### src/rtl/rcwc_pkg.sv
// rcwc_pkg: shared widths, codes, reset values and types for the ring cache window control block
// no dependencies; used by the interfaces, the modulo unit, the core and the checker
`timescale 1ns / 1ps

package rcwc_pkg;

	localparam int BYTES_W    = 25;
	localparam int RING_IDX_W = 24;
	localparam int STREAM_W   = 31;
	localparam int CFG_IDX_W  = 2;
	localparam int FRESH_W    = 31;

	localparam int DEF_POS_BITS       = 32;
	localparam int DEF_MAX_FILL_CHUNK = 32768;

	localparam logic [BYTES_W-1:0] RING_LIMIT = 25'd16777216;
	localparam logic [FRESH_W-1:0] NEWB_CAP   = 31'd1073741824;

	localparam logic [BYTES_W-1:0] RST_BUFFER_BYTES   = 25'd1048576;
	localparam logic [BYTES_W-1:0] RST_LOOKBACK_BYTES = 25'd524288;
	localparam logic [BYTES_W-1:0] RST_FILL_THRESHOLD = 25'd16384;

	typedef enum logic {
		MODE_READ = 1'b0,
		MODE_FILL = 1'b1
	} mode_t;

	typedef enum logic [CFG_IDX_W-1:0] {
		REG_BUFFER_BYTES   = 2'd0,
		REG_LOOKBACK_BYTES = 2'd1,
		REG_FILL_THRESHOLD = 2'd2
	} reg_idx_t;

	// status of the multi-cycle modulo unit
	typedef struct packed {
		logic busy;
		logic done;
	} mod_stat_t;

endpackage

### src/rtl/rcwc_ifs.sv
// rcwc_ifs: valid/ready channel interfaces for requests, results and register writes
// depends on rcwc_pkg for field widths
`timescale 1ns / 1ps

interface rcwc_req_if;
	logic                         valid;
	logic                         ready;
	logic                         mode;
	logic [rcwc_pkg::BYTES_W-1:0] request_bytes;

	modport source (output valid, mode, request_bytes, input ready);
	modport sink (input valid, mode, request_bytes, output ready);
endinterface

interface rcwc_rsp_if;
	logic                            valid;
	logic                            ready;
	logic [rcwc_pkg::BYTES_W-1:0]    grant_bytes;
	logic [rcwc_pkg::RING_IDX_W-1:0] ring_index;
	logic [rcwc_pkg::STREAM_W-1:0]   stream_pos;
	logic                            stalled;

	modport source (output valid, grant_bytes, ring_index, stream_pos, stalled, input ready);
	modport sink (input valid, grant_bytes, ring_index, stream_pos, stalled, output ready);
endinterface

interface rcwc_cfg_if;
	logic                           valid;
	logic                           ready;
	logic [rcwc_pkg::CFG_IDX_W-1:0] index;
	logic [rcwc_pkg::BYTES_W-1:0]   data;

	modport source (output valid, index, data, input ready);
	modport sink (input valid, index, data, output ready);
endinterface

### src/rtl/rcwc_mod.sv
// rcwc_mod: bit-serial restoring modulo unit, one dividend bit per cycle
// depends on rcwc_pkg for the divisor width and the status struct
`timescale 1ns / 1ps

module rcwc_mod #(
	parameter int PW = rcwc_pkg::DEF_POS_BITS
) (
	input  logic                         clk,
	input  logic                         arst_n,
	input  logic                         start,
	input  logic [PW-1:0]                dividend,
	input  logic [rcwc_pkg::BYTES_W-1:0] divisor,
	output rcwc_pkg::mod_stat_t          stat,
	output logic [rcwc_pkg::BYTES_W-1:0] rem
);

	localparam int CNT_W = (PW > 1) ? $clog2(PW) : 1;

	logic                         busy_q;
	logic                         done_q;
	logic [CNT_W-1:0]             cnt_q;
	logic [PW-1:0]                dvd_q;
	logic [rcwc_pkg::BYTES_W-1:0] div_q;
	logic [rcwc_pkg::BYTES_W-1:0] rem_q;
	logic [rcwc_pkg::BYTES_W:0]   trial;
	logic [rcwc_pkg::BYTES_W:0]   div_e;

	assign trial = {rem_q, dvd_q[PW-1]};
	assign div_e = {1'b0, div_q};

	always_ff @(posedge clk or negedge arst_n) begin
		if (!arst_n) begin
			busy_q <= 1'b0;
			done_q <= 1'b0;
			cnt_q  <= '0;
		end else begin
			done_q <= 1'b0;
			if (start && !busy_q) begin
				busy_q <= 1'b1;
				cnt_q  <= CNT_W'(PW - 1);
			end else if (busy_q) begin
				cnt_q <= cnt_q - 1'b1;
				if (cnt_q == '0) begin
					busy_q <= 1'b0;
					done_q <= 1'b1;
				end
			end
		end
	end

	always_ff @(posedge clk) begin
		if (start && !busy_q) begin
			dvd_q <= dividend;
			div_q <= divisor;
			rem_q <= '0;
		end else if (busy_q) begin
			dvd_q <= dvd_q << 1;
			// remainder stays below the divisor, so the trial fits one extra bit
			if (trial >= div_e) begin
				rem_q <= rcwc_pkg::BYTES_W'(trial - div_e);
			end else begin
				rem_q <= trial[rcwc_pkg::BYTES_W-1:0];
			end
		end
	end

	assign stat.busy = busy_q;
	assign stat.done = done_q;
	assign rem       = rem_q;

endmodule

### src/rtl/ring_cache_window_control_core.sv
// ring_cache_window_control_core: pointer controller for a circular stream cache
// result path: the request transfer goes to the input register, then to the result register
// throughput: one request per cycle while results are taken and the start position lies
//   from one ring size below base to under two ring sizes above it; otherwise a request
//   waits for the modulo unit; reset: arst_n clears all pointers to zero and loads register defaults
// depends on rcwc_pkg, rcwc_ifs and rcwc_mod
`timescale 1ns / 1ps

module ring_cache_window_control_core #(
	parameter int POS_BITS       = rcwc_pkg::DEF_POS_BITS,
	parameter int MAX_FILL_CHUNK = rcwc_pkg::DEF_MAX_FILL_CHUNK
) (
	input logic      clk,
	input logic      arst_n,
	rcwc_req_if.sink req,
	rcwc_rsp_if.source rsp,
	rcwc_cfg_if.sink cfg
);

	localparam int P  = POS_BITS;
	localparam int EW = (P > 26) ? P : 26;
	localparam int CW = (P > 32) ? P : 32;
	localparam int XW = (P > 31) ? P : 31;
	localparam int BW = rcwc_pkg::BYTES_W;
	localparam logic [BW-1:0] MAXC = BW'(MAX_FILL_CHUNK);

	// configuration
	logic [BW-1:0] buffer_q;
	logic [BW-1:0] lookback_q;
	logic [BW-1:0] threshold_q;

	// pointer state
	logic [P-1:0] reader_q;
	logic [P-1:0] oldest_q;
	logic [P-1:0] newest_q;
	logic [P-1:0] base_q;

	// input stage
	logic          valid_s1;
	logic          mode_s1;
	logic [BW-1:0] req_s1;

	// result register
	logic                            rsp_valid_q;
	logic [BW-1:0]                   grant_q;
	logic [rcwc_pkg::RING_IDX_W-1:0] index_q;
	logic [rcwc_pkg::STREAM_W-1:0]   spos_q;
	logic                            stall_q;

	logic                mod_ready_q;
	rcwc_pkg::mod_stat_t mod_stat;
	logic [BW-1:0]       mod_rem;
	logic                mod_start;

	logic          is_fill;
	logic [BW-1:0] ring;
	logic [P-1:0]  place_src;
	logic [P-1:0]  pd;
	logic          pneg;
	logic [P-1:0]  pmag;
	logic [EW-1:0] pmag_e;
	logic [EW-1:0] ring_e;
	logic          fast_ok;
	logic [BW-1:0] place_fast;
	logic [BW-1:0] place_slow;
	logic [BW-1:0] place;
	logic [BW-1:0] ring_left;

	logic [P-1:0]  dn;
	logic [P-1:0]  db;
	logic [BW-1:0] rd_g1;
	logic [BW-1:0] rd_grant;
	logic          rd_stall;

	logic [BW-1:0]                back;
	logic [rcwc_pkg::FRESH_W-1:0] fresh;
	logic [31:0]                  used;
	logic signed [33:0]           space;
	logic                         refuse;
	logic [BW-1:0]                fl_g1;
	logic [BW-1:0]                fl_grant;
	logic                         wrap;

	logic [BW-1:0] grant;
	logic          stall;
	logic [P-1:0]  start_pos;
	logic [XW-1:0] start_x;
	logic          go;

	assign cfg.ready = 1'b1;

	always_ff @(posedge clk or negedge arst_n) begin
		if (!arst_n) begin
			buffer_q    <= rcwc_pkg::RST_BUFFER_BYTES;
			lookback_q  <= rcwc_pkg::RST_LOOKBACK_BYTES;
			threshold_q <= rcwc_pkg::RST_FILL_THRESHOLD;
		end else if (cfg.valid) begin
			case (cfg.index)
				rcwc_pkg::REG_BUFFER_BYTES:   buffer_q    <= cfg.data;
				rcwc_pkg::REG_LOOKBACK_BYTES: lookback_q  <= cfg.data;
				rcwc_pkg::REG_FILL_THRESHOLD: threshold_q <= cfg.data;
				default: ;
			endcase
		end
	end

	// effective ring size: zero acts as one, clipped to the ring limit
	always_comb begin
		if (buffer_q == '0) begin
			ring = BW'(1);
		end else if (buffer_q > rcwc_pkg::RING_LIMIT) begin
			ring = rcwc_pkg::RING_LIMIT;
		end else begin
			ring = buffer_q;
		end
	end

	assign is_fill   = (mode_s1 == rcwc_pkg::MODE_FILL);
	assign place_src = is_fill ? newest_q : reader_q;
	assign pd        = place_src - base_q;
	assign pneg      = pd[P-1];
	assign pmag      = pneg ? (~pd + P'(1)) : pd;
	assign pmag_e    = EW'(pmag);
	assign ring_e    = EW'(ring);

	// ring position: one correction step here, the modulo unit otherwise
	always_comb begin
		fast_ok    = 1'b1;
		place_fast = '0;
		if (pneg) begin
			if (pmag_e <= ring_e) begin
				place_fast = BW'(ring_e - pmag_e);
			end else begin
				fast_ok = 1'b0;
			end
		end else if (pmag_e < ring_e) begin
			place_fast = BW'(pmag_e);
		end else if (pmag_e < (ring_e << 1)) begin
			place_fast = BW'(pmag_e - ring_e);
		end else begin
			fast_ok = 1'b0;
		end
	end

	assign place_slow = pneg ? ((mod_rem == '0) ? '0 : (ring - mod_rem)) : mod_rem;
	assign place      = fast_ok ? place_fast : place_slow;
	assign ring_left  = ring - place;

	assign dn = newest_q - reader_q;
	assign db = reader_q - oldest_q;

	// read: cached bytes, clipped to ring end and request
	always_comb begin
		rd_stall = dn[P-1] || (dn == '0);
		rd_g1    = (CW'(dn) < CW'(ring_left)) ? BW'(dn) : ring_left;
		rd_grant = (req_s1 < rd_g1) ? req_s1 : rd_g1;
		if (rd_stall) begin
			rd_grant = '0;
		end
	end

	// fill: free space after keeping look-back and unread bytes, clipped to ring end and chunk size
	always_comb begin
		if (db[P-1]) begin
			back = '0;
		end else if (CW'(db) > CW'(lookback_q)) begin
			back = lookback_q;
		end else begin
			back = BW'(db);
		end
		if (dn[P-1]) begin
			fresh = '0;
		end else if (CW'(dn) > CW'(rcwc_pkg::NEWB_CAP)) begin
			fresh = rcwc_pkg::NEWB_CAP;
		end else begin
			fresh = rcwc_pkg::FRESH_W'(dn);
		end
		used   = 32'(fresh) + 32'(back);
		space  = $signed({9'b0, ring}) - $signed({2'b0, used});
		refuse = space < $signed({9'b0, threshold_q});
		fl_g1  = (space[BW-1:0] < ring_left) ? space[BW-1:0] : ring_left;
		fl_grant = (fl_g1 > MAXC) ? MAXC : fl_g1;
		if (refuse) begin
			fl_grant = '0;
		end
		wrap = ({1'b0, place} + {1'b0, fl_grant}) >= {1'b0, ring};
	end

	assign grant     = is_fill ? fl_grant : rd_grant;
	assign stall     = is_fill ? (refuse || (fl_grant == '0)) : rd_stall;
	assign start_pos = place_src;
	assign start_x   = XW'(start_pos);

	// no restart in the done cycle, so the remainder holds until the result is taken
	assign go        = valid_s1 && (fast_ok || mod_ready_q) && (!rsp_valid_q || rsp.ready);
	assign mod_start = valid_s1 && !fast_ok && !mod_ready_q && !mod_stat.busy
		&& !mod_stat.done;
	assign req.ready = !valid_s1 || go;

	rcwc_mod #(
		.PW(P)
	) u_rcwc_mod (
		.clk      (clk),
		.arst_n   (arst_n),
		.start    (mod_start),
		.dividend (pmag),
		.divisor  (ring),
		.stat     (mod_stat),
		.rem      (mod_rem)
	);

	always_ff @(posedge clk or negedge arst_n) begin
		if (!arst_n) begin
			valid_s1    <= 1'b0;
			rsp_valid_q <= 1'b0;
			mod_ready_q <= 1'b0;
			reader_q    <= '0;
			oldest_q    <= '0;
			newest_q    <= '0;
			base_q      <= '0;
		end else begin
			if (req.ready) begin
				valid_s1 <= req.valid;
			end
			if (go) begin
				rsp_valid_q <= 1'b1;
			end else if (rsp.ready) begin
				rsp_valid_q <= 1'b0;
			end
			if (go) begin
				mod_ready_q <= 1'b0;
			end else if (mod_stat.done) begin
				mod_ready_q <= 1'b1;
			end
			if (go) begin
				if (!is_fill) begin
					reader_q <= reader_q + P'(rd_grant);
				end else if (!refuse) begin
					oldest_q <= reader_q - P'(back);
					newest_q <= newest_q + P'(fl_grant);
					if (wrap) begin
						base_q <= base_q + P'(ring);
					end
				end
			end
		end
	end

	always_ff @(posedge clk) begin
		if (req.valid && req.ready) begin
			mode_s1 <= req.mode;
			req_s1  <= req.request_bytes;
		end
		if (go) begin
			grant_q <= grant;
			index_q <= place[rcwc_pkg::RING_IDX_W-1:0];
			spos_q  <= start_x[rcwc_pkg::STREAM_W-1:0];
			stall_q <= stall;
		end
	end

	assign rsp.valid       = rsp_valid_q;
	assign rsp.grant_bytes = grant_q;
	assign rsp.ring_index  = index_q;
	assign rsp.stream_pos  = spos_q;
	assign rsp.stalled     = stall_q;

endmodule

### src/flat_wrapper.sv
// flat-port wrapper written by rule: the top's interface ports become plain ports
module ring_cache_window_control_core_flat 
#(
	parameter int POS_BITS       = rcwc_pkg::DEF_POS_BITS,
	parameter int MAX_FILL_CHUNK = rcwc_pkg::DEF_MAX_FILL_CHUNK
)
  (clk, arst_n, req_valid, req_mode, req_request_bytes, req_ready, rsp_valid, rsp_grant_bytes, rsp_ring_index, rsp_stream_pos, rsp_stalled, rsp_ready, cfg_valid, cfg_index, cfg_data, cfg_ready);
  rcwc_req_if req_i ();
  rcwc_rsp_if rsp_i ();
  rcwc_cfg_if cfg_i ();
  input logic clk;
  input logic arst_n;
  input wire logic [$bits(req_i.valid)-1:0] req_valid;
  input wire logic [$bits(req_i.mode)-1:0] req_mode;
  input wire logic [$bits(req_i.request_bytes)-1:0] req_request_bytes;
  output wire logic [$bits(req_i.ready)-1:0] req_ready;
  output wire logic [$bits(rsp_i.valid)-1:0] rsp_valid;
  output wire logic [$bits(rsp_i.grant_bytes)-1:0] rsp_grant_bytes;
  output wire logic [$bits(rsp_i.ring_index)-1:0] rsp_ring_index;
  output wire logic [$bits(rsp_i.stream_pos)-1:0] rsp_stream_pos;
  output wire logic [$bits(rsp_i.stalled)-1:0] rsp_stalled;
  input wire logic [$bits(rsp_i.ready)-1:0] rsp_ready;
  input wire logic [$bits(cfg_i.valid)-1:0] cfg_valid;
  input wire logic [$bits(cfg_i.index)-1:0] cfg_index;
  input wire logic [$bits(cfg_i.data)-1:0] cfg_data;
  output wire logic [$bits(cfg_i.ready)-1:0] cfg_ready;
  assign req_i.valid = req_valid;
  assign req_i.mode = req_mode;
  assign req_i.request_bytes = req_request_bytes;
  assign req_ready = req_i.ready;
  assign rsp_valid = rsp_i.valid;
  assign rsp_grant_bytes = rsp_i.grant_bytes;
  assign rsp_ring_index = rsp_i.ring_index;
  assign rsp_stream_pos = rsp_i.stream_pos;
  assign rsp_stalled = rsp_i.stalled;
  assign rsp_i.ready = rsp_ready;
  assign cfg_i.valid = cfg_valid;
  assign cfg_i.index = cfg_index;
  assign cfg_i.data = cfg_data;
  assign cfg_ready = cfg_i.ready;
  ring_cache_window_control_core #(.POS_BITS(POS_BITS), .MAX_FILL_CHUNK(MAX_FILL_CHUNK)) u_core (.clk(clk), .arst_n(arst_n), .req(req_i), .rsp(rsp_i), .cfg(cfg_i));
endmodule
### config.mk
export PLATFORM = sky130hd
export DESIGN_NAME = ring_cache_window_control_core_flat
export DESIGN_NICKNAME = d
export VERILOG_FILES = /design/src/rtl/rcwc_pkg.sv /design/src/rtl/rcwc_ifs.sv /design/src/rtl/rcwc_mod.sv /design/src/rtl/ring_cache_window_control_core.sv /design/src/flat_wrapper.sv
export SDC_FILE = /design/constraint.sdc
export NUM_CORES = 2
export LEC_CHECK = 0
export BUFFER_PORTS_ARGS = -buffer_cell sky130_fd_sc_hd__buf_2
export CORE_ASPECT_RATIO = 1.2
export CORE_MARGIN = 2
export CORE_UTILIZATION = 46
export CTS_BUF_LIST = sky130_fd_sc_hd__clkbuf_2
export DETAILED_ROUTE_END_ITERATION = 8
export SETUP_SLACK_MARGIN = 0.2
export SYNTH_ARGS = -nofsm -noshare
export SYNTH_HDL_FRONTEND = slang
export SYNTH_HIERARCHICAL = 1
export SYNTH_SLANG_ARGS = --single-unit
### constraint.sdc
create_clock -name clk -period 20.1 [get_ports clk]
set_input_delay 4.02 -clock clk [delete_from_list [all_inputs] [get_ports clk]]
set_output_delay 4.02 -clock clk [all_outputs]
set_load 0.02 [all_outputs]
After elaboration in Yosys (flattened, before gate mapping)
Index checks and enable logic that the tools add are counted.

$add $sub $neg: 17. Order comparisons: 13. Equality and inequality tests: 2. Mux-type cells: 42. Bitwise logic cells: 3. Reduce and logical (&&, ||, !) cells: 34.

Operators by type and width (count): 25-bit 2-to-1 mux (19); 32-bit 2-to-1 mux (4); 25-bit subtractor (5); 32-bit by 25-bit adder with 32-bit output (3); 32-bit subtractor (3); 25-bit logical NOT (3); 32-bit by 25-bit < comparator with 1-bit output (2); 31-bit 2-to-1 mux (2); 26-bit by 25-bit >= comparator with 1-bit output (2); 25-bit < comparator (2); 34-bit by 26-bit < comparator with 1-bit output (1); 25-bit by 32-bit subtractor with 33-bit output (1); 31-bit by 25-bit adder with 32-bit output (1); 32-bit by 1-bit adder with 32-bit output, second input constant (1); 32-bit by 25-bit greater-than comparator with 1-bit output (1); 32-bit by 31-bit greater-than comparator with 1-bit output, second input constant (1); 32-bit by 25-bit less-or-equal comparator with 1-bit output (1); 32-bit logical NOT (1); 32-bit by 26-bit < comparator with 1-bit output (1); 32-bit inverter (1); 32-bit by 25-bit subtractor with 32-bit output (1); 25-bit by 25-bit adder with 26-bit output (1); 25-bit by 16-bit greater-than comparator with 1-bit output, second input constant (1); 25-bit greater-than comparator, second input constant (1); 15 further kinds (52).

Flip-flop bits (word level): 402. Input bits: 58. Output and inout bits: 84. Logic and storage cells: 133.

Depth between registers and ports, before layout
Depth after elaboration: 19. Depth in mapped cells: 104. Gate-level depth less buffers: 94.

Cells and area by module
The synthesis kept the hierarchy.

Modules (own cells, without submodules): ring_cache_window_control_core (instances 1, cells each 4489, area each 37065.5 um^2, seq. area each 8371.8 um^2); rcwc_mod (instances 1, cells each 412, area each 4807.1 um^2, seq. area each 2387.3 um^2).

Worst setup path before layout
OpenSTA, ideal clock, no wires.

Path type: register to register. Start point: register u_core.mode_s1 (netlist: u_core/is_fill). End point: register u_core.reader_q[28]. Library setup time: 0.080 ns. Arrival time: 19.175 ns. Required time: 20.020 ns. Setup slack: 0.845 ns. Cell stages (with the launch flop): 98. Buffers on the path: 15. Clock period less this slack: 19.255 ns. Path through: edfxtp_1 -> clkbuf_1 -> clkbuf_1 -> clkbuf_1 -> clkbuf_1 -> o21ai_0 -> ha_1 -> buf_2 -> and2_0 -> nand3_1 -> o21ai_2 -> o31ai_1 -> a211oi_1 -> nor3_1 -> nor2_1 -> clkbuf_1 -> clkbuf_1 -> buf_1 -> [62 not listed] -> fa_1 -> nor2b_1 -> o21ai_0 -> a21boi_0 -> o21ai_0 -> a21boi_0 -> o21ai_0 -> a21boi_0 -> o31ai_1 -> a2111oi_0 -> o31a_1 -> nand4_1 -> a31oi_1 -> a21oi_1 -> nor2b_1 -> nor2_1 -> nor4_1 -> xnor2_1.

Elaborated cells on any way between the ends: 32. Classes of those cells: 6 x add/sub; 5 x order compare; 15 x mux; 2 x bitwise; 4 x reduce/logical.

RTL lines: start, declared (RTL line ring_cache_window_control_core.sv:40) `logic mode_s1;`; start signal, assigned (RTL line ring_cache_window_control_core.sv:251) `mode_s1 <= req.mode;`; 32-bit 2-to-1 mux * (RTL line ring_cache_window_control_core.sv:119) `assign place_src = is_fill ? newest_q : reader_q;`; named net u_core.place_src[16] (RTL line ring_cache_window_control_core.sv:57) `logic [P-1:0] place_src;`; 32-bit subtractor * (RTL line ring_cache_window_control_core.sv:120) `assign pd = place_src - base_q;`; 32-bit 2-to-1 mux * (RTL line ring_cache_window_control_core.sv:122) `assign pmag = pneg ? (~pd + P'(1)) : pd;`; named net u_core.pmag[2] (RTL line ring_cache_window_control_core.sv:60) `logic [P-1:0] pmag;`; 32-bit by 26-bit < comparator with 1-bit output (RTL line ring_cache_window_control_core.sv:138) `end else if (pmag_e < (ring_e << 1)) begin`; 25-bit 2-to-1 mux / 1-bit 2-to-1 mux (equally long branches) (RTL line ring_cache_window_control_core.sv:138); 25-bit 2-to-1 mux / 1-bit 2-to-1 mux (equally long branches) (RTL line ring_cache_window_control_core.sv:136) `end else if (pmag_e < ring_e) begin`; [2 not listed]; named net u_core.place[0] (RTL line ring_cache_window_control_core.sv:66) `logic [BW-1:0] place;`; 25-bit subtractor * (RTL line ring_cache_window_control_core.sv:147) `assign ring_left = ring - place;`; 32-bit by 25-bit < comparator with 1-bit output (RTL line ring_cache_window_control_core.sv:155) `rd_g1 = (CW'(dn) < CW'(ring_left)) ? BW'(dn) : ring_left;`; 25-bit 2-to-1 mux * (RTL line ring_cache_window_control_core.sv:155); 25-bit < comparator (RTL line ring_cache_window_control_core.sv:156) `rd_grant = (req_s1 < rd_g1) ? req_s1 : rd_g1;`; 25-bit 2-to-1 mux * (RTL line ring_cache_window_control_core.sv:156); 25-bit 2-to-1 mux * (RTL line ring_cache_window_control_core.sv:157) `if (rd_stall) begin`; 32-bit by 25-bit adder with 32-bit output * (RTL line ring_cache_window_control_core.sv:237) `reader_q <= reader_q + P'(rd_grant);`; end signal, assigned (RTL line ring_cache_window_control_core.sv:237); end, declared (RTL line ring_cache_window_control_core.sv:33) `logic [P-1:0] reader_q;`.

The timed path passes the listed nets; every way through them passes the cells marked *. A chain may end at the register's enable or synchronous reset.

Worst setup path in the final report
Start point: register u_core.mode_s1 (netlist: u_core/is_fill). End point: register u_core.reader_q[29].

Longest elaborated chain between the ends: 17. Elaborated cells on any way between the ends: 32. Classes of those cells: 6 x add/sub; 5 x order compare; 15 x mux; 2 x bitwise; 4 x reduce/logical.

Ends and longest elaborated chain: 32-bit 2-to-1 mux * (RTL line ring_cache_window_control_core.sv:119); named net u_core.place_src[12] (RTL line ring_cache_window_control_core.sv:57); 32-bit subtractor * (RTL line ring_cache_window_control_core.sv:120); 32-bit inverter (RTL line ring_cache_window_control_core.sv:122); 32-bit by 1-bit adder with 32-bit output (RTL line ring_cache_window_control_core.sv:122); 32-bit 2-to-1 mux * (RTL line ring_cache_window_control_core.sv:122); named net u_core.pmag[25] (RTL line ring_cache_window_control_core.sv:60); 32-bit by 26-bit < comparator with 1-bit output (RTL line ring_cache_window_control_core.sv:138); [3 not listed]; 25-bit 2-to-1 mux (RTL line ring_cache_window_control_core.sv:146) `assign place = fast_ok ? place_fast : place_slow;`; 25-bit subtractor (RTL line ring_cache_window_control_core.sv:147); 32-bit by 25-bit < comparator with 1-bit output (RTL line ring_cache_window_control_core.sv:155); 25-bit 2-to-1 mux (RTL line ring_cache_window_control_core.sv:155); 25-bit < comparator (RTL line ring_cache_window_control_core.sv:156); 25-bit 2-to-1 mux (RTL line ring_cache_window_control_core.sv:156); 25-bit 2-to-1 mux (RTL line ring_cache_window_control_core.sv:157); 32-bit by 25-bit adder with 32-bit output (RTL line ring_cache_window_control_core.sv:237).

Marked as above.

==> impl_metrics.py <==
metrics = {
    "run_status": {
        "status": "finished clean",
    },
    "setup_path": {
        "crit_type": "flop to flop",
        "worstSetupStartpoint": "u_core/is_fill",
        "crit_path_start_kind": "flop",
        "crit_path_top_delay_cell": "or4b_1",
        "worst_path_most_repeated_cell": "a21oi_1",
        "slowest_delay_ps": 590,
        "path_max_fanout": 26,
        "r2r-end": "u_core/reader_q[29]",
        "worstSetupEndpoint": "u_core/reader_q[29]",
        "endpoint_kind": "flop",
        "reg2reg_slack_ps": 1120,
        "rr_startpoint": "u_core/is_fill",
        "arrival_ps": 20190,
        "crit_required_ps": 21310,
        "reg2reg_depth": 86,
    },
    "sta": {
        "finalSetupViolCount": 0,
        "finalWorstSetupSlack_ps": 1120,
        "drv_slew": 0,
        "tns_ps": 0,
        "fin_skew_ps": 143,
        "worst_pin_slew_ps": 1060,
        "timing.final.hold_violations": 0,
        "period_share": 0.944,
        "fin_crit_ps": 18980,
        "slew_headroom": 0.293,
        "fmax_mhz": 52.7,
        "rsz0062_at_grt": "no",
    },
    "floorplanning": {
        "fp-row-count": 121,
        "start_util": 0.463,
        "die_h_um": 335,
        "core_um2": 90500,
        "dieArea_um2": 93500,
        "io_pins": 142,
        "die_x_um": 279,
    },
    "routing": {
        "drt_iter0_markers": 2710,
        "drc": 0,
        "antenna_left": 0,
        "dr.pass1.iters": 6,
        "wl_um": 167000,
        "wl_per_cell_um": 25.4,
        "viasPerCell": 5.94,
        "vias": 39139,
    },
    "clocking": {
        "hold_buffers": 0,
        "insertion_delay_ps": 1420,
        "cts_tree": "yes",
        "root_buffer": "clkbuf_2",
        "cts_buffers": 109,
        "cts_sinks": 402,
        "clockBufferDepth": 3,
        "clk_pin_slew_ps": 110,
        "htreeDepth": 3,
    },
    "layout": {
        "fin_cells": 6588,
        "drive_above_1_share": 0.178,
        "area_growth_pct": 13.5,
        "layout.nets": 5961,
    },
    "grt": {
        "grt_pass1_wl_um": 242000,
        "grt_pass1_vias": 37811,
        "track_usage": 0.351,
        "antenna_found_initial": 4,
        "grt_max_degree": 97,
        "gr-total-overflow": 0,
    },
    "flow_run": {
        "drv_cap": 0,
    },
    "worst_hold_path": {
        "hold_path_class": "flop to flop",
        "hold_depth": 1,
    },
    "synth": {
        "synth-edff-count": 164,
        "synth_async_sr_flop_share": 0.530,
        "syn_inst": 4901,
        "yosysTopAreaCell": "ha_1",
        "synth_ff_type": "dfrtp_1",
        "synth.area.top_cells": "ha_1, dfrtp_1, edfxtp_1",
        "synth.avg_cell_area_um2": 8.54,
        "yosysWarnings": 6,
        "synthesis.area_um2": 41900,
        "yosysUniqueCellTypes": 122,
        "synth_top_area_frac": 0.160,
        "seq_area_frac_synth": 0.257,
        "ys_seq_elements": 402,
    },
    "placement": {
        "numPortBuffers": 140,
        "dp_hpwl_um": 138000,
        "gp_congestion": 1.03,
        "place_inst": 6381,
        "preCtsSetupSlack_ps": -181,
    },
}
-- synthesized netlist by cell type, drive strengths merged, types with 15 or more instances --
cell    number
a211oi      49
a21boi      40
a21o       170
a21oi      314
a221oi      22
a22o        20
a31oi       40
and2        42
and3        39
buf         30
clkbuf     109
dfrtp      210
dfxtp       25
edfxtp     164
fa          38
ha         536
inv        408
mux2       142
mux2i       51
nand2      417
nand2b      78
nand3      104
nand4       54
nor2       328
nor2b       76
nor3       139
nor4        35
o211a       15
o211ai      24
o21a        63
o21ai      338
o21bai      26
o31a        15
o31ai       67
or2         57
or3         58
or4         16
xnor2      184
xor2       129
-- flip-flops by register name, indices dropped and copies added, names as in the netlist, 31 cells and up --
signal,cells
u_core/base_q,32
u_core/newest_q,32
u_core/oldest_q,32
u_core/reader_q,32
u_core/rsp.stream_pos,31
u_core/u_rcwc_mod/dvd_q,32
-- how the worst min path moves through the flow --
stage | startpoint | to | slack, ps
after detailed placement | u_core/base_q[29] | u_core/base_q[29] | 460
after global placement | u_core/oldest_q[10] | u_core/oldest_q[10] | 460
after global routing | u_core/base_q[27] | u_core/base_q[27] | 510
after floorplan | u_core/base_q[29] | u_core/base_q[29] | 450
after CTS | u_core/base_q[29] | u_core/base_q[29] | 490
final | u_core/u_rcwc_mod/cnt_q[4] | u_core/u_rcwc_mod/done_q | 480
-- per-stage QoR --
| step | utilization | instance area, um2 | hold slack (ps) |
|---|---|---|---|
| final | 0.525 | 47500 | 481 |
| after global routing | 0.525 | 47500 | 508 |
| after CTS | 0.519 | 47000 | 489 |
| after detailed placement | 0.507 | 45900 | 465 |
| after global placement | 0.507 | 45900 | 462 |
| after floorplan | - | 41900 | 445 |
-- cell families (layout without fill, tap and decap cells) --
logic type,count (synthesis),in the layout,share of synthesized area
simple gates,1504,1504,0.179
compound gates,1362,1362,0.217
buf+inv,548,1049,0.0512
xor+xnor,313,313,0.0656
flops,402,402,0.257
mux,194,194,0.0513
other cells,2,20,0.000179
fa+ha+maj,576,576,0.179
-- what timing repair did --
item	in CTS	in global routing
setup buffers	0	3
cloned	0	2
endpoints found under the setup margin	41	54
hold endpoints to repair	0	0
resized for setup	8	115
pin swaps	0	9
-- final cells by class --
class,instances,area [um2]
Antenna cell,1,2.50
Clock buffer,145,726
Clock inverter,56,397
Fill cell,8805,43000
Inverter,409,1540
Multi-Input combinational cell,3968,29600
Sequential cell,402,10800
Tap cell,1168,1460
Timing Repair Buffer,439,3050
-- placed cells by master (no fill, tap or decap), types with 74 or more instances in the layout --
cell type	count
buf_2	140
a21oi_1	298
nor2b_1	74
nand2_1	413
xor2_1	123
a21o_1	170
clkbuf_2	145
o21ai_0	296
nor3_1	132
buf_4	289
mux2_2	138
dfrtp_1	210
edfxtp_1	164
nand2b_1	78
ha_1	527
inv_1	404
xnor2_1	174
nor2_1	325
nand3_1	101
-- critical path: cells and delay by family (launching register included) --
| family | cells | cell delay, ps |
|---|---|---|
| XOR/XNOR | 2 | 460 |
| adder cells (fa/ha/maj) | 6 | 1890 |
| buffers and inverters | 7 | 1320 |
| AND/OR/NAND/NOR | 29 | 5810 |
| flip-flops | 1 | 510 |
| multiplexers | 4 | 1340 |
| AO/OA/AOI/OAI | 38 | 7450 |
-- per-layer routing --
| metal | part of all wire | track usage |
|---|---|---|
| met5 | 0.00024 | 0 |
| met4 | 0.074 | 0.226 |
| met3 | 0.047 | 0.0465 |
| met2 | 0.49 | 0.614 |
| met1 | 0.39 | 0.402 |
Power is not shown: default switching activity piles up to over one toggle a cycle in this logic, so the estimate is an artifact.
